===== src/rtl/pr_ram.sv =====
// Generic single-port-write, single-port-read RAM with registered read data.
module pr_ram #(
    parameter int WIDTH = 8,
    parameter int DEPTH = 16,
    localparam int AW = (DEPTH > 1) ? $clog2(DEPTH) : 1
) (
    input  logic             clk,
    input  logic             we,
    input  logic [AW-1:0]    waddr,
    input  logic [WIDTH-1:0] wdata,
    input  logic [AW-1:0]    raddr,
    output logic [WIDTH-1:0] rdata
);

    logic [WIDTH-1:0] mem_reg [DEPTH];
    logic [WIDTH-1:0] rdata_reg;

    always_ff @(posedge clk)
    begin
        if (we)
        begin
            mem_reg[waddr] <= wdata;
        end
        rdata_reg <= mem_reg[raddr];
    end

    assign rdata = rdata_reg;

endmodule


===== config.mk =====
export PLATFORM = sky130hd
export DESIGN_NAME = pr_ram
export DESIGN_NICKNAME = d
export VERILOG_FILES = /design/src/rtl/pr_ram.sv
export SDC_FILE = /design/constraint.sdc
export NUM_CORES = 1
export LEC_CHECK = 0
export BUFFER_PORTS_ARGS = -buffer_cell sky130_fd_sc_hd__buf_2
export CORE_ASPECT_RATIO = 0.6
export CORE_UTILIZATION = 55
export CTS_CLUSTER_SIZE = 40
export DETAILED_ROUTE_END_ITERATION = 7
export GPL_ROUTABILITY_DRIVEN = 0
export PLACE_DENSITY_LB_ADDON = 0.05
export SLEW_MARGIN = 20
export SYNTH_ARGS = -nofsm -noshare
export SYNTH_HDL_FRONTEND = slang
export SYNTH_SLANG_ARGS = --single-unit

===== constraint.sdc =====
create_clock -name clk -period 2 [get_ports clk]
set_input_delay 0.1 -clock clk [delete_from_list [all_inputs] [get_ports clk]]
set_output_delay 0.1 -clock clk [all_outputs]
set_load 0.03 [all_outputs]

==> flow_summary.rst <==
.. list-table::
   :header-rows: 1

   * - Metric
     - Value
   * - Status
     - finished, final reports clean
   * - Post-route setup slack
     - 0.683 ns
   * - Total number of H-tree levels
     - 4
   * - Top cell types by occurrence after synthesis
     - 128 x sky130_fd_sc_hd__edfxtp_1, 18 x sky130_fd_sc_hd__mux4_2, 16 x sky130_fd_sc_hd__a22oi_1
   * - Clock share of power
     - 47.1%
   * - Sequential share of the synthesized area
     - 77.8%
   * - Detailed Routing Iterations Pass 1
     - 4
   * - Clk Latency, worst-skew pair
     - 0.42 ns
   * - Sw frac
     - 20.9%
   * - Die width
     - 127 um
   * - Final Hold Violating Endpoints
     - 0
   * - Average wire length per cell after detail routing
     - 23.5 um
   * - Area fraction of the dominant cell type after synthesis
     - 74.7%
   * - Footprint of the flip-flops and latches
     - 4000 um2
   * - Die extent in y
     - 76.9 um
   * - Root buffer cell
     - sky130_fd_sc_hd__clkbuf_16
   * - First-pass GRT wire length
     - 14.9 mm
   * - Placement Rows
     - 26
   * - Initial cell density of the core
     - 58.6%
   * - Clock-pin slew of the registers on the worst-case setup and hold paths
     - 0.06 ns
   * - Worst IR Drop VDD
     - 0.727 mV
   * - Total area of multi-input combinational cells
     - 1060 um2
   * - Buffer levels on the longest clock path
     - 2
   * - Post-Route Setup TNS
     - 0 ns
   * - Vias in the first global route
     - 2,543
   * - Startpoint type of the worst setup path
     - flip-flop
   * - Internal power of the cells
     - 5.28 mW
   * - Post-synthesis sequential element count
     - 136
   * - Most common cell in the netlist
     - sky130_fd_sc_hd__edfxtp_1
   * - Synth cell types
     - 19
   * - Maximum clock skew at final layout
     - 0.00606 ns
   * - Class of the most critical hold timing path
     - primary input to flip-flop
   * - Total gr overflow
     - 0
   * - Filler-free cell count of the finished design
     - 409
   * - Arrival time worst endpoint
     - 1.62 ns
   * - Layout overhead on the synthesized area
     - 18.8%
   * - Post-Synthesis Net Count
     - 247
   * - CTS buffer count
     - 17
   * - Pin count of the biggest net entering global routing
     - 21
   * - Asr flop ratio synth
     - 0%
   * - Top cells by area in the synthesized netlist
     - sky130_fd_sc_hd__edfxtp_1 75%, sky130_fd_sc_hd__mux4_2 7.9%, sky130_fd_sc_hd__mux4_1 7.1%
   * - Max Cap Viol
     - 0
   * - Relative contribution of combinational cells to total power
     - 4.9%
   * - Hold_buf cts
     - 0
   * - Setup repair after global routing missed its margin
     - no
   * - Final worst hold slack
     - 0.0666 ns
   * - Number of flops mapped to enable cells by yosys
     - 128
   * - Vias after detailed routing
     - 2,440
   * - Layout cell share with drive strength beyond 1
     - 32.0%
   * - Proportion of power drawn by flip-flops and latches
     - 48.0%
   * - Number of port buffers
     - 25
   * - Total I/O pin count
     - 26
   * - Synth warnings
     - 0
   * - Worst-margin pin slew
     - 0.698 ns
   * - Power density relative to cell area
     - 1090 nW/um2
   * - Area of the core
     - 8780 um2
   * - Cells after Synth
     - 229
   * - Sw Pwr
     - 1.39 mW
   * - Initial detailed-routing violation count
     - 237
   * - Antenna cells
     - 0
   * - Worst Path Max Fanout
     - 1
   * - Maximum achievable frequency
     - 759 MHz
   * - Routed Antenna Nets
     - 0
   * - Number of remaining DRC errors
     - 0
   * - Average cell area after synthesis
     - 22.5 um2
   * - Number of flip-flops under the largest register name
     - 128
   * - Number of sinks driven by the clock tree
     - 136
   * - Mean number of vias per cell
     - 5.97
   * - Final setup fails
     - 0
   * - Net count, final
     - 302
   * - Crit. End Element
     - flip-flop
   * - Synthesized cell area
     - 5150 um2
   * - Slew Limit Headroom
     - 53.3%
   * - Critical path class
     - flip-flop to flip-flop
   * - Count of cells resized by post-cts repair
     - 0
   * - Initial antenna violation count
     - 0
   * - Flip-flop cell with the highest count after synthesis
     - sky130_fd_sc_hd__edfxtp_1
   * - Cell area after layout
     - 6110 um2
   * - Max-slew violation count
     - 0
   * - Sum of routed wire length over all layers
     - 9.62 mm
   * - Required time of the critical path
     - 2.30 ns
   * - DP Worst Slack
     - 0.365 ns
   * - Fill cells
     - 556
   * - Leakage power summed over all cells
     - 2.10 nW
   * - TritonCTS clock tree
     - built
   * - Global-route usage over all layers
     - 22.5%
   * - Cell Area, Placed
     - 5510 um2
   * - Library cell with the largest summed area after synthesis
     - sky130_fd_sc_hd__edfxtp_1
   * - Final min period
     - 1.32 ns
   * - Post-DP HPWL
     - 6.14 mm
   * - Post-placement cell count
     - 377
   * - Setup repair bufs after CTS
     - 0
   * - Crit share post-route
     - 65.8%
   * - Die Outline Area
     - 9760 um2
-- power groups by stage --
stage	logic, mW	clock network (mW)	registers (mW)
final	0.328	3.15	3.21
after global routing	0.353	3.31	3.21
after CTS	0.331	3.19	3.21
after detailed placement	0.330	0	3.26
after global placement	0.326	0	3.26
after floorplan	0.162	0	3.30
-- final timing paths --
kind / from / to / slack (ns) / cells after the start
setup reg to reg: mem_reg[8][1] / rdata[1] / 0.68 / 3
hold reg to reg: mem_reg[7][1] / rdata[1] / 0.69 / 3
hold / removal: wdata[5] / mem_reg[2][5] / 0.07 / 1
setup / recovery: mem_reg[8][1] / rdata[1] / 0.68 / 3
-- layout make-up --
| class | count | area share (%) |
|---|---|---|
| clock buffer | 18 | 7.02 |
| clock inverter | 14 | 2.87 |
| timing repair buffer | 46 | 5.03 |
| tap | 112 | 2.29 |
| multi-input combinational | 83 | 17.3 |
| sequential | 136 | 65.5 |
-- critical path: stages (launching register included) --
cell	delay, ns
sky130_fd_sc_hd__edfxtp_1	0.36
sky130_fd_sc_hd__mux4_1	0.53
sky130_fd_sc_hd__a22oi_1	0.25
sky130_fd_sc_hd__nand2_1	0.07
-- routing by layer --
| layer | vias to the layer above | wire (um) | global-route usage [%] |
|---|---|---|---|
| met1 | 1270 | 4710 | 34.2 |
| li1 | 1086 | - | - |
| met4 | 0 | 131 | 9.88 |
| met3 | 15 | 542 | 6.63 |
| met2 | 69 | 4240 | 30.5 |
| met5 | - | 0 | 0 |
-- through the flow --
stage / power (mW) / utilization [%]
after floorplan: 3.46 / -
after global placement: 3.59 / 62.7
after detailed placement: 3.60 / 62.7
after CTS: 6.73 / 69.6
after global routing: 6.88 / 69.6
final: 6.68 / 69.6
-- cells by family (layout without fill, tap and decap cells) --
group / count (synthesis) / after routing / synth area share (%)
flip-flops: 136 / 136 / 77.8
AO/OA/AOI/OAI: 16 / 16 / 2.33
multiplexers: 32 / 32 / 15.0
buffers and inverters: 10 / 78 / 1.68
AND/OR/NAND/NOR: 35 / 35 / 3.18
-- cells in the final DEF, fill, tap and decap left out --
cell / count
sky130_fd_sc_hd__buf_12: 2
sky130_fd_sc_hd__clkbuf_1: 1
sky130_fd_sc_hd__nand2b_1: 2
sky130_fd_sc_hd__nand2_1: 9
sky130_fd_sc_hd__or3b_2: 1
sky130_fd_sc_hd__buf_2: 25
sky130_fd_sc_hd__buf_4: 19
sky130_fd_sc_hd__mux4_1: 14
sky130_fd_sc_hd__clkbuf_16: 17
sky130_fd_sc_hd__bufinv_16: 3
sky130_fd_sc_hd__clkinv_1: 1
sky130_fd_sc_hd__nand3_1: 1
sky130_fd_sc_hd__clkinv_2: 1
sky130_fd_sc_hd__clkinv_4: 5
sky130_fd_sc_hd__nand3b_1: 2
sky130_fd_sc_hd__mux4_2: 18
sky130_fd_sc_hd__nor2b_1: 1
sky130_fd_sc_hd__a22oi_1: 16
sky130_fd_sc_hd__clkinvlp_4: 2
sky130_fd_sc_hd__nor2_1: 13
sky130_fd_sc_hd__and2_1: 1
sky130_fd_sc_hd__nor3_1: 4
sky130_fd_sc_hd__inv_6: 2
sky130_fd_sc_hd__edfxtp_1: 128
sky130_fd_sc_hd__and2b_1: 1
sky130_fd_sc_hd__dfxtp_1: 8
Power figures use the tool's default switching activity.
