### config.mk
export PLATFORM = sky130hd
export DESIGN_NAME = pr_div
export DESIGN_NICKNAME = d
export VERILOG_FILES = /design/src/rtl/pr_div.sv
export SDC_FILE = /design/constraint.sdc
export NUM_CORES = 1
export LEC_CHECK = 0
export ABC_CLOCK_PERIOD_IN_PS = 2500
export BUFFER_PORTS_ARGS = -buffer_cell sky130_fd_sc_hd__buf_2
export CAP_MARGIN = 20
export CORE_MARGIN = 2
export CORE_UTILIZATION = 35
export DETAILED_ROUTE_END_ITERATION = 12
export PLACE_DENSITY = 0.58
export SLEW_MARGIN = 25
export SYNTH_ARGS = -nofsm -noshare
export SYNTH_HDL_FRONTEND = slang
export SYNTH_SLANG_ARGS = --single-unit
### constraint.sdc
create_clock -name clk -period 2.5 [get_ports clk]
set_clock_uncertainty 0.2 [all_clocks]
set_input_delay 0.25 -clock clk [delete_from_list [all_inputs] [get_ports clk]]
set_output_delay 0.25 -clock clk [all_outputs]
set_load 0.01 [all_outputs]
### src/rtl/pr_div.sv
// Restoring divider producing one quotient bit per cycle.
module pr_div #(
    parameter int NUM_W = 43,
    parameter int DEN_W = 14
) (
    input  logic             clk,
    input  logic             rst_n,
    input  logic             start,
    input  logic [NUM_W-1:0] num,
    input  logic [DEN_W-1:0] den,
    output logic             done,
    output logic [NUM_W-1:0] quo
);

    localparam int CNT_W = $clog2(NUM_W + 1);

    logic             run_reg, run_next;
    logic             done_reg, done_next;
    logic [CNT_W-1:0] cnt_reg, cnt_next;
    logic [DEN_W-1:0] rem_reg, rem_next;
    logic [NUM_W-1:0] quo_reg, quo_next;
    logic [DEN_W-1:0] den_reg, den_next;
    logic [DEN_W:0]   trial;
    logic [DEN_W:0]   diff;
    logic             ge;

    assign trial = {rem_reg, quo_reg[NUM_W-1]};
    assign ge    = trial >= {1'b0, den_reg};
    assign diff  = trial - {1'b0, den_reg};

    always_comb
    begin
        run_next  = run_reg;
        done_next = 1'b0;
        cnt_next  = cnt_reg;
        rem_next  = rem_reg;
        quo_next  = quo_reg;
        den_next  = den_reg;
        if (start)
        begin
            run_next = 1'b1;
            cnt_next = '0;
            rem_next = '0;
            quo_next = num;
            den_next = den;
        end
        else if (run_reg)
        begin
            quo_next = {quo_reg[NUM_W-2:0], ge};
            rem_next = ge ? diff[DEN_W-1:0] : trial[DEN_W-1:0];
            cnt_next = cnt_reg + 1'b1;
            if (cnt_reg == CNT_W'(NUM_W - 1))
            begin
                run_next  = 1'b0;
                done_next = 1'b1;
            end
        end
    end

    always_ff @(posedge clk or negedge rst_n)
    begin
        if (!rst_n)
        begin
            run_reg  <= 1'b0;
            done_reg <= 1'b0;
            cnt_reg  <= '0;
        end
        else
        begin
            run_reg  <= run_next;
            done_reg <= done_next;
            cnt_reg  <= cnt_next;
        end
    end

    always_ff @(posedge clk)
    begin
        rem_reg <= rem_next;
        quo_reg <= quo_next;
        den_reg <= den_next;
    end

    assign done = done_reg;
    assign quo  = quo_reg;

endmodule

==> results of run 1 <==
-- worst max path at each step --
| stage | slack [ps] | to |
|---|---|---|
| 2_1_floorplan | 20 | rem_reg[12] |
| 3_3_place_gp | -20 | rem_reg[0] |
| 3_5_place_dp | -130 | rem_reg[0] |
| 4_1_cts | -20 | rem_reg[12] |
| 5_1_grt | -120 | rem_reg[12] |
| 6_report | -2 | rem_reg[8] |
-- per-stage QoR --
step / setup slack, ps / instance area [um^2] / TNS, ps
2_1_floorplan: 18.8 / 4050 / 0
3_3_place_gp: -19.9 / 4910 / -19.9
3_5_place_dp: -132 / 4910 / -464
4_1_cts: -17.8 / 5400 / -17.8
5_1_grt: -116 / 5600 / -437
6_report: -1.91 / 5600 / -1.91
-- metal layers --
layer	up-vias	track usage	share of wire
li1	1567	-	-
met1	1590	0.201	0.44
met2	77	0.255	0.50
met3	14	0.0370	0.044
met4	0	0.0724	0.022
met5	-	0	0
-- logic make-up (layout without fill, tap and decap cells) --
group                      count (synthesis)  after routing
DFF                                       79             79
and+or+nand+nor                           73             73
AOI/OAI and AO/OA                         68             68
muxes                                     43             43
buffers and inverters                     38            193
adders and majority gates                 18             18
xor gates and xnor gates                  12             12
-- final cells by class --
cell class / count / area [um^2] / area share
clock buffers: 10 / 229 / 0.0409
clock inverters: 5 / 60.1 / 0.0107
multi-input cells: 214 / 1870 / 0.334
repair buffers: 156 / 986 / 0.176
well taps: 143 / 179 / 0.0320
flip-flops and latches: 79 / 2190 / 0.392
inverters: 22 / 82.6 / 0.0148
-- cell usage after synthesis (all sizes together) (3+ instances only) --
cell type  instances
edfxtp            57
mux2              43
inv               22
nor2              20
ha                17
clkbuf            15
dfxtp             14
nand2             14
o21ai             13
a21oi             10
nand3             10
dfrtp              8
a311oi             7
and3               7
xnor2              6
xor2               6
a31oi              5
nand4              4
o211ai             4
a211o              3
a211oi             3
a21o               3
nor4               3
o21a               3
o311ai             3
o31ai              3
or3                3
-- power breakdown --
group	switching (uW)	leakage [uW]	internal [uW]
Combinational	849	0.00145	881
Sequential	146	0.000813	1610
Clock	521	0.000139	769
-- timing repair --
| action | in CTS | in global routing |
|---|---|---|
| resized for setup | 5 | 25 |
| buffers inserted | 2 | 7 |
| endpoints found under the setup margin | 10 | 14 |
| endpoints found under the hold margin | 23 | 0 |
| hold buffers | 16 | 0 |
| pin swaps | 5 | 15 |
-- worst register-to-register path: stages (launching register included) --
cell	delay, ps
sky130_fd_sc_hd__edfxtp_1	400
sky130_fd_sc_hd__inv_2	100
sky130_fd_sc_hd__ha_4	130
sky130_fd_sc_hd__inv_2	30
sky130_fd_sc_hd__fa_2	340
sky130_fd_sc_hd__a21o_1	190
sky130_fd_sc_hd__a221oi_2	230
sky130_fd_sc_hd__buf_4	180
sky130_fd_sc_hd__a22oi_1	90
sky130_fd_sc_hd__xnor2_1	180
sky130_fd_sc_hd__a211o_1	280
sky130_fd_sc_hd__o311ai_1	60
==> Flow_metrics.wiki, run 1 <==
{| class="wikitable"
! Metric !! Value
|-
| Max frequency || 0.400 GHz
|-
| Synthesized instance count || 331
|-
| Worst Setup SP || quo[42]
|-
| Largest cells by area after synthesis || sky130_fd_sc_hd__edfxtp_1, sky130_fd_sc_hd__mux2_2, sky130_fd_sc_hd__dfxtp_1
|-
| Maximum level of the CTS H-tree || 3
|-
| Clock latency on the worst-skew pair || 340 ps
|-
| Synth area leader || sky130_fd_sc_hd__edfxtp_1
|-
| Share of Yosys cell area claimed by the top area cell type || 0.423
|-
| Arrival time reported for the critical path endpoint || 2550 ps
|-
| Hold Crit Start || num[22]
|-
| Worst EP required || 2550 ps
|-
| Endpoint of the worst-slack reg-to-reg timing path || rem_reg[8]
|-
| Num CTS Buffers || 9
|-
| Starting density of the core || 0.356
|-
| Crit-path leading delay family || compound AO/OA/AOI/OAI gates
|-
| Highest net fanout along the worst path || 4
|-
| Largest family of logic cells by synthesized area || compound AO/OA/AOI/OAI gates
|-
| Sequential cell area fraction in the yosys report || 0.542
|-
| Count of pins on the block boundary || 104
|-
| Fraction of layout instances using a drive strength above 1 || 0.463
|-
| Library cell contributing the largest single delay on the critical path || sky130_fd_sc_hd__edfxtp_1
|-
| Critical path, cell by cell || inv_2 -> ha_4 -> inv_2 -> fa_2 -> a21o_1 -> a221oi_2 -> buf_4 -> a22oi_1 -> xnor2_1 -> a211o_1 -> o311ai_1
|-
| Largest stage delay, worst path || 400 ps
|-
| First-pass iteration count of the detailed router || 4
|-
| Fillers || 1040
|-
| Util after Layout || 0.492
|-
| Number of synthesized register bits || 79
|-
| Worst slew margin relative to its limit || 0.644
|-
| Actual transition at the worst max-transition pin || 533 ps
|-
| Highest-count cells in the layout ignoring fill and taps || sky130_fd_sc_hd__buf_2, sky130_fd_sc_hd__edfxtp_1, sky130_fd_sc_hd__mux2_2
|-
| Cell depth of the worst setup path || 11
|-
| Post-synthesis mux area share || 0.120
|-
| Maximum number of pins on one net before global-route repair || 45
|-
| Synth Area in Compound Gates || 0.127
|-
| Global placement routability congestion || 0.829
|-
| Proportion of register bits with asynchronous set or reset after synthesis || 0.101
|-
| Cells on Worst Hold Path || 2
|-
| Count of final hold-check violations || 0
|-
| Mapped Avg Cell Area || 12.2 um^2
|-
| Number of buffer cells added on primary ports || 103
|-
| Failing checks || negative setup slack
|-
| Number of max-slew violations in the final report || 0
|-
| Synthesis Warnings || 0
|-
| Type of the worst setup path || reg2reg
|-
| CTS sink cnt || 79
|-
| Worst path buffer plus inverter count || 3
|-
| Clock slew seen by the registers of the worst setup and hold paths || 60 ps
|-
| CTS Root Buffer Type || sky130_fd_sc_hd__clkbuf_16
|-
| Worst-case hold slack || 11.9 ps
|-
| Total length of routed wires || 9810 um
|-
| R2R Path Start || quo[42]
|-
| Number of remaining DRC errors || 0
|-
| Count of maximum capacitance violations || 0
|-
| Die Wd || 112 um
|-
| Overall track demand over capacity in global routing || 0.157
|-
| Inserted Diodes || 0
|-
| Post-Synth Adder-Cell Area || 0.0575
|-
| Core area || 0.0114 mm^2
|-
| Time the final worst path needs with I/O delays and setup || 2500 ps
|-
| Floorplan die area || 0.0124 mm^2
|-
| Nets || 560
|-
| Worst setup EP type || flip-flop
|-
| Number of DRC violations after detailed-routing iteration 0 || 147
|-
| Flip-flop count of the largest register, all copies and words added || 43
|-
| Post-synthesis instance area || 0.00405 mm^2
|-
| Share of synthesized cell area in and, or, nand and nor gates || 0.0916
|-
| Antenna violations before repair || 0
|-
| Sum of overflow across all layers after global routing || 0
|-
| Count of standard-cell rows || 39
|-
| Detailed-route wire length per cell || 15.6 um
|-
| Category of the worst setup path launch point || flip-flop
|-
| Worst hold endpoint || quo[22]
|-
| Via count of the first global-routing pass || 3138
|-
| Power Dens Cells || 854 mW/mm^2
|-
| First-pass GRT wire length || 15600 um
|-
| Number of placed cells counting well taps || 589
|-
| Worst R2R Setup Slack || -2 ps
|-
| Post-detailed-placement half-perimeter wirelength || 6930 um
|-
| Final instance count without filler cells || 629
|-
| Static Leak || 0.00241 uW
|-
| Post-Synth XOR/XNOR Area || 0.0260
|-
| Final setup vio count || 1
|-
| P&R area growth vs syn || 38.4%
|-
| Commonest register cell after synthesis || sky130_fd_sc_hd__edfxtp_1
|-
| Chip Height || 112 um
|-
| TritonCTS clock tree || done
|-
| Worst path setup slack after routing || -1.91 ps
|-
| Status || finished, violations left
|-
| FF-to-FF path depth || 11
|-
| Largest vdd supply drop || 0.000337 V
|-
| Vias post-DR || 3248
|-
| Most common cell on crit path || sky130_fd_sc_hd__inv_2
|-
| Net Count, Synth || 409
|-
| Synth unique cells || 52
|-
| Period Utilization, post-route || 1.00
|-
| Number of synthesized flops with an enable pin || 57
|-
| Final ANT Viol Nets || 0
|-
| Path class of the lowest-slack min-delay path || in2reg
|-
| Post-DR vias/cell || 5.16
|-
| Bufs on Longest Clock Path || 2
|-
| Total power consumption of the routed design || 4780 uW
|-
| Unrepaired setup endpoints after global routing || true
|-
| Commonest non-fill, non-tap cell in the layout || sky130_fd_sc_hd__buf_2
|}
(Power assumes the default switching activity.)
==> run 2: changes to the inputs <==
--- a/config.mk
+++ b/config.mk
@@ -12,6 +12,7 @@
 export CORE_UTILIZATION = 35
 export DETAILED_ROUTE_END_ITERATION = 12
 export PLACE_DENSITY = 0.58
+export RECOVER_POWER = 50
 export SLEW_MARGIN = 25
 export SYNTH_ARGS = -nofsm -noshare
 export SYNTH_HDL_FRONTEND = slang
==> run 2 against run 1 <==
Compared with the run above:
- register-to-register slack about the same
- the run still ends with negative setup slack left
- routed wire length barely moved
- critical endpoint unchanged
- non-clock buffer count did not move
- critical path type unchanged
- via count fell by 0.43%
==> Flow_metrics.wiki, run 2 (synthesis results as in run 1) <==
{| class="wikitable"
! Metric !! Value
|-
| Status || finished, violations left
|-
| Failing checks || negative setup slack
|-
| Overall track demand over capacity in global routing || 0.157 (unchanged)
|-
| Global placement routability congestion || 0.829 (unchanged)
|-
| Maximum number of pins on one net before global-route repair || 45 (unchanged)
|-
| Count of maximum capacitance violations || 0 (unchanged)
|-
| Worst EP required || 2550 ps (about the same)
|-
| Final setup vio count || 1 (unchanged)
|-
| First-pass iteration count of the detailed router || 4 (unchanged)
|-
| Number of buffer cells added on primary ports || 103 (unchanged)
|-
| Antenna violations before repair || 0 (unchanged)
|-
| Die Wd || 112 um (unchanged)
|-
| Worst path setup slack after routing || -1.76 ps (+0.149 ps)
|-
| Highest net fanout along the worst path || 4 (unchanged)
|-
| P&R area growth vs syn || 37.6%
|-
| Worst hold endpoint || quo[10]
|-
| Core area || 0.0114 mm^2 (unchanged)
|-
| Path class of the lowest-slack min-delay path || in2reg
|-
| Arrival time reported for the critical path endpoint || 2550 ps (about the same)
|-
| Chip Height || 112 um (unchanged)
|-
| Bufs on Longest Clock Path || 2 (unchanged)
|-
| Power Dens Cells || 857 mW/mm^2 (+0.32%)
|-
| Total length of routed wires || 9800 um (about the same)
|-
| Period Utilization, post-route || 1.00 (about the same)
|-
| FF-to-FF path depth || 11 (unchanged)
|-
| Number of remaining DRC errors || 0 (unchanged)
|-
| Net switching share of the total power || 0.318 (+0.000833)
|-
| Sum of overflow across all layers after global routing || 0 (unchanged)
|-
| Commonest non-fill, non-tap cell in the layout || sky130_fd_sc_hd__buf_2
|-
| Combinational group share of total power || 0.360 (-0.002)
|-
| TritonCTS clock tree || done
|-
| Cell-internal power || 3250 uW (-0.39%)
|-
| Number of placed cells counting well taps || 589 (unchanged)
|-
| Total power consumption of the routed design || 4770 uW (-0.27%)
|-
| Net switching component of the power || 1520 uW (about the same)
|-
| Via count of the first global-routing pass || 3138 (unchanged)
|-
| Cells on Worst Hold Path || 2 (unchanged)
|-
| Endpoint of the worst-slack reg-to-reg timing path || rem_reg[8]
|-
| Post-detailed-placement half-perimeter wirelength || 6930 um (unchanged)
|-
| Number of max-slew violations in the final report || 0 (unchanged)
|-
| Max frequency || 0.400 GHz (about the same)
|-
| Type of the worst setup path || reg2reg
|-
| Nets || 560 (unchanged)
|-
| Num CTS Buffers || 9 (unchanged)
|-
| Count of pins on the block boundary || 104 (unchanged)
|-
| Worst setup EP type || flip-flop
|-
| Final ANT Viol Nets || 0 (unchanged)
|-
| Category of the worst setup path launch point || flip-flop
|-
| Starting density of the core || 0.356 (unchanged)
|-
| Count of final hold-check violations || 0 (unchanged)
|-
| CTS sink cnt || 79 (unchanged)
|-
| Unrepaired setup endpoints after global routing || true
|-
| Post-DR vias/cell || 5.14 (-0.43%)
|-
| Maximum level of the CTS H-tree || 3 (unchanged)
|-
| Time the final worst path needs with I/O delays and setup || 2500 ps (-0.149 ps)
|-
| Fraction of layout instances using a drive strength above 1 || 0.409 (-0.0535)
|-
| Detailed-route wire length per cell || 15.6 um (about the same)
|-
| R2R Path Start || quo[42]
|-
| Hold Crit Start || num[10]
|-
| Actual transition at the worst max-transition pin || 528 ps (-5.30 ps)
|-
| Highest-count cells in the layout ignoring fill and taps || sky130_fd_sc_hd__buf_2, sky130_fd_sc_hd__edfxtp_1, sky130_fd_sc_hd__mux2_2
|-
| Share of total power in the clock network || 0.271 (about the same)
|-
| Largest vdd supply drop || 0.000337 V (about the same)
|-
| Clock slew seen by the registers of the worst setup and hold paths || 60 ps (about the same)
|-
| Clock latency on the worst-skew pair || 340 ps (about the same)
|-
| Inserted Diodes || 0 (unchanged)
|-
| First-pass GRT wire length || 15600 um (unchanged)
|-
| Final instance count without filler cells || 629 (unchanged)
|-
| Number of DRC violations after detailed-routing iteration 0 || 172 (+17%)
|-
| Worst R2R Setup Slack || -2 ps (about the same)
|-
| Worst slew margin relative to its limit || 0.648 (+0.00353)
|-
| Count of standard-cell rows || 39 (unchanged)
|-
| Vias post-DR || 3234 (-0.43%)
|-
| Static Leak || 0.00233 uW (-3.1%)
|-
| CTS Root Buffer Type || sky130_fd_sc_hd__clkbuf_16
|-
| Flip-flop count of the largest register, all copies and words added || 43 (unchanged)
|-
| Floorplan die area || 0.0124 mm^2 (unchanged)
|-
| Sequential Power Share || 0.369 (about the same)
|-
| Util after Layout || 0.489 (-0.00286)
|}
## run 2: timing repair
item,4_1_cts,5_1_grt
hold buffers,16,0
resized for setup,5,25
endpoints found under the setup margin,10,14
buffers inserted,2,7
pin swaps,5,15
hold endpoints to repair,23,0
## run 2: cell type report
cell class,count,area [um^2]
fillers,1046,5810
flip-flops and latches,79,2190
multi-input cells,214,1870
repair buffers,156,953
clock buffers,10,229
well taps,143,179
inverters,22,82.6
clock inverters,5,60.1
## run 2: worst max-delay path by stage
stage	depth (start not counted)	to	startpoint
floorplan	10	rem_reg[12]	quo[42]
global placement	8	rem_reg[0]	rem_reg[0]
detailed placement	8	rem_reg[0]	rem_reg[0]
CTS	11	rem_reg[12]	quo[42]
global route	11	rem_reg[12]	quo[42]
finish	11	rem_reg[8]	quo[42]
## run 2: critical path, stage by stage, from the launching register on
cell                       delay, ps
sky130_fd_sc_hd__edfxtp_1        400
sky130_fd_sc_hd__inv_2           100
sky130_fd_sc_hd__ha_4            130
sky130_fd_sc_hd__inv_2            30
sky130_fd_sc_hd__fa_2            340
sky130_fd_sc_hd__a21o_1          190
sky130_fd_sc_hd__a221oi_2        230
sky130_fd_sc_hd__buf_4           180
sky130_fd_sc_hd__a22oi_1          90
sky130_fd_sc_hd__xnor2_1         180
sky130_fd_sc_hd__a211o_1         280
sky130_fd_sc_hd__o311ai_1         60
## run 2: stage by stage
step / setup slack (ps) / setup TNS, ps / area, um^2 / hold slack (ps)
2_1_floorplan: 18.8 / 0 / 4050 / -246
3_3_place_gp: -19.9 / -19.9 / 4910 / -98.9
3_5_place_dp: -132 / -464 / 4910 / -93.6
4_1_cts: -17.8 / -17.8 / 5400 / 0.341
5_1_grt: -116 / -437 / 5560 / 2.15
6_report: -1.76 / -1.76 / 5560 / 12.2
## run 2: power groups by stage
stage                     sequential, uW  combinational (uW)  clock [uW]
after floorplan                     1770                 879           0
after global placement              1770                1450           0
after detailed placement            1770                1460           0
after CTS                           1750                1520        1330
after global routing                1790                1870        1380
final                               1760                1720        1290
## run 2: layer usage
metal / track usage / part of all wire
met5: 0 / 0
met4: 0.0724 / 0.022
met3: 0.0370 / 0.043
met2: 0.255 / 0.50
met1: 0.201 / 0.44
==> run 3: changes to the inputs <==
--- a/config.mk
+++ b/config.mk
@@ -11,8 +11,9 @@
 export CORE_MARGIN = 2
 export CORE_UTILIZATION = 35
 export DETAILED_ROUTE_END_ITERATION = 12
-export PLACE_DENSITY = 0.58
+export PLACE_DENSITY = 0.68
 export RECOVER_POWER = 50
+export SETUP_SLACK_MARGIN = 0.3
 export SLEW_MARGIN = 25
 export SYNTH_ARGS = -nofsm -noshare
 export SYNTH_HDL_FRONTEND = slang
==> run 3 against run 2 <==
Compared with the run above:
- the flow still finishes with violations (negative setup slack)
- sequential share of layout area decreased by 2.9 points
- die area unchanged
- register-to-register slack got worse by 40 ps
- cell count increased by 3.5%
- critical path type unchanged
- cell area is 8.0% higher
- clock-buffer cell count unchanged
==> Flow_metrics.wiki, run 3 (synthesis results as in run 1) <==
{| class="wikitable"
! Metric !! Value
|-
| Status || finished, violations left
|-
| Failing checks || negative setup slack
|-
| Cell depth of the worst setup path || 10 (-1)
|-
| Cell area reported after detailed placement || 0.00499 mm^2 (+1.7%)
|-
| Util after Layout || 0.528 (+0.0390)
|-
| Arrival time reported for the critical path endpoint || 2550 ps (about the same)
|-
| Worst path setup slack after routing || -40.2 ps (-38.4 ps)
|-
| Worst slew margin relative to its limit || 0.668 (+0.0201)
|-
| Final ANT Viol Nets || 0 (unchanged)
|-
| Unrepaired setup endpoints after global routing || true
|-
| Fraction of layout instances using a drive strength above 1 || 0.531 (+0.122)
|-
| Share of total power in the clock network || 0.268 (-0.003)
|-
| Worst EP required || 2510 ps (-40 ps)
|-
| FF-to-FF path depth || 10 (-1)
|-
| Floorplan die area || 0.0124 mm^2 (unchanged)
|-
| First-pass GRT wire length || 16400 um (+5.0%)
|-
| Number of DRC violations after detailed-routing iteration 0 || 188 (+9.3%)
|-
| Time the final worst path needs with I/O delays and setup || 2540 ps (+38.4 ps)
|-
| Path class of the lowest-slack min-delay path || in2reg
|-
| Die Wd || 112 um (unchanged)
|-
| Critical path, cell by cell || inv_2 -> ha_4 -> inv_2 -> fa_2 -> a21o_1 -> a221oi_4 -> nor3_2 -> or3_1 -> o211ai_1 -> a311oi_1
|-
| Inserted Diodes || 0 (unchanged)
|-
| Count of standard-cell rows || 39 (unchanged)
|-
| CTS sink cnt || 79 (unchanged)
|-
| Cells on Worst Hold Path || 2 (unchanged)
|-
| Net switching share of the total power || 0.321 (+0.00280)
|-
| Number of remaining DRC errors || 0 (unchanged)
|-
| Final instance area || 0.00601 mm^2 (+8.0%)
|-
| Clock slew seen by the registers of the worst setup and hold paths || 60 ps (about the same)
|-
| Highest-count cells in the layout ignoring fill and taps || sky130_fd_sc_hd__buf_2, sky130_fd_sc_hd__edfxtp_1, sky130_fd_sc_hd__mux2_2
|-
| Antenna violations before repair || 0 (unchanged)
|-
| Maximum level of the CTS H-tree || 3 (unchanged)
|-
| Type of the worst setup path || reg2reg
|-
| Post-DR vias/cell || 5.27 (+2.6%)
|-
| R2R Path Start || quo[42]
|-
| Num CTS Buffers || 9 (unchanged)
|-
| P&R area growth vs syn || 48.5%
|-
| Period Utilization, post-route || 1.02 (+0.0154)
|-
| Count of pins on the block boundary || 104 (unchanged)
|-
| Library cell contributing the largest single delay on the critical path || sky130_fd_sc_hd__edfxtp_1
|-
| Maximum number of pins on one net before global-route repair || 40 (-11%)
|-
| Most common cell on crit path || sky130_fd_sc_hd__inv_2
|-
| Static Leak || 0.00255 uW (+9.3%)
|-
| TritonCTS clock tree || done
|-
| Core area || 0.0114 mm^2 (unchanged)
|-
| Detailed-route wire length per cell || 16.6 um (+6.4%)
|-
| Global placement routability congestion || 0.902 (+8.8%)
|-
| Crit-path leading delay family || compound AO/OA/AOI/OAI gates
|-
| Power Dens Cells || 885 mW/mm^2 (+3.3%)
|-
| Starting density of the core || 0.356 (unchanged)
|-
| Vias post-DR || 3433 (+6.2%)
|-
| Count of final hold-check violations || 0 (unchanged)
|-
| Highest net fanout along the worst path || 4 (unchanged)
|-
| Via count of the first global-routing pass || 3488 (+11%)
|-
| Largest stage delay, worst path || 400 ps (about the same)
|-
| Actual transition at the worst max-transition pin || 496 ps (-31.9 ps)
|-
| Worst setup EP type || flip-flop
|-
| Chip Height || 112 um (unchanged)
|-
| Bufs on Longest Clock Path || 2 (unchanged)
|-
| CTS Root Buffer Type || sky130_fd_sc_hd__clkbuf_16
|-
| First-pass iteration count of the detailed router || 5 (+1)
|-
| Post-detailed-placement half-perimeter wirelength || 7070 um (+2.0%)
|-
| Number of buffer cells added on primary ports || 103 (unchanged)
|-
| Number of max-slew violations in the final report || 0 (unchanged)
|-
| Total length of routed wires || 10800 um (+10%)
|-
| Cell-internal power || 3610 uW (+11%)
|-
| Category of the worst setup path launch point || flip-flop
|-
| Net switching component of the power || 1710 uW (+13%)
|-
| Count of maximum capacitance violations || 0 (unchanged)
|-
| Overall track demand over capacity in global routing || 0.164 (+0.00708)
|-
| Worst path buffer plus inverter count || 2 (-1)
|-
| Sum of overflow across all layers after global routing || 0 (unchanged)
|-
| Sequential Power Share || 0.332 (-0.037)
|-
| Flip-flop count of the largest register, all copies and words added || 43 (unchanged)
|-
| Max frequency || 0.394 GHz (-1.5%)
|-
| Final setup vio count || 1 (unchanged)
|-
| Largest vdd supply drop || 0.000394 V (+17%)
|-
| Commonest non-fill, non-tap cell in the layout || sky130_fd_sc_hd__buf_2
|-
| Clock latency on the worst-skew pair || 340 ps (about the same)
|-
| Combinational group share of total power || 0.400 (+0.040)
|-
| Nets || 581 (+3.8%)
|-
| Hold Crit Start || num[29]
|-
| Worst Setup SP || quo[42]
|}
run 3: final timing paths:
kind	to	slack (ps)
setup / recovery	rem_reg[12]	-40
max in group asynchronous	cnt_reg[4]	1620
hold / removal	quo[29]	10
min in group asynchronous	cnt_reg[5]	180
setup reg to reg	rem_reg[12]	-40
hold reg to reg	rem_reg[9]	320
run 3: final cells by class:
cell class	count	area [um^2]
clock inverters	6	93.8
inverters	22	82.6
multi-input cells	214	2050
flip-flops and latches	79	2190
well taps	143	179
clock buffers	10	229
fillers	950	5360
repair buffers	177	1180
run 3: metrics by stage:
| step | TNS (ps) | worst slack (ps) | instances | hold slack [ps] | power, uW |
|---|---|---|---|---|---|
| global route | -356 | -134 | 651 | 8.44 | 5550 |
| finish | -40.2 | -40.2 | 651 | 11.2 | 5320 |
| CTS | 0 | 51.1 | 640 | 0.307 | 5040 |
| global placement | 0 | 13.4 | 591 | -101 | 3270 |
| detailed placement | -36.1 | -19.4 | 591 | -92.6 | 3300 |
| floorplan | 0 | 40.8 | 331 | -246 | 2740 |
run 3: routing by layer:
layer  part of all wire  GRT usage  up-vias
met5                  0          0        -
met4              0.034     0.0741        0
met3              0.066     0.0446       30
met2               0.49      0.275      143
met1               0.41      0.200     1654
li1                   -          -     1606
run 3: repair_timing:
action / 4_1_cts / 5_1_grt
hold buffers: 20 / 0
buffers inserted: 13 / 11
pin swaps: 22 / 16
hold endpoints to repair: 27 / 0
gates resized for setup: 37 / 31
endpoints found under the setup margin: 15 / 15
run 3: power groups by stage:
stage	logic (uW)	clock network [uW]	registers, uW
after detailed placement	1540	0	1760
after global placement	1510	0	1750
after CTS	1830	1450	1760
final	2130	1430	1760
after global routing	2270	1500	1790
after floorplan	962	0	1780
run 3: worst reg2reg max path: cells and delay by family, from the launching register on:
| kind | cells | cell delay (ps) |
|---|---|---|
| AND/OR/NAND/NOR | 2 | 420 |
| buffers and inverters | 2 | 130 |
| adder cells (fa/ha/maj) | 2 | 470 |
| flip-flops | 1 | 400 |
| AO/OA/AOI/OAI | 4 | 800 |
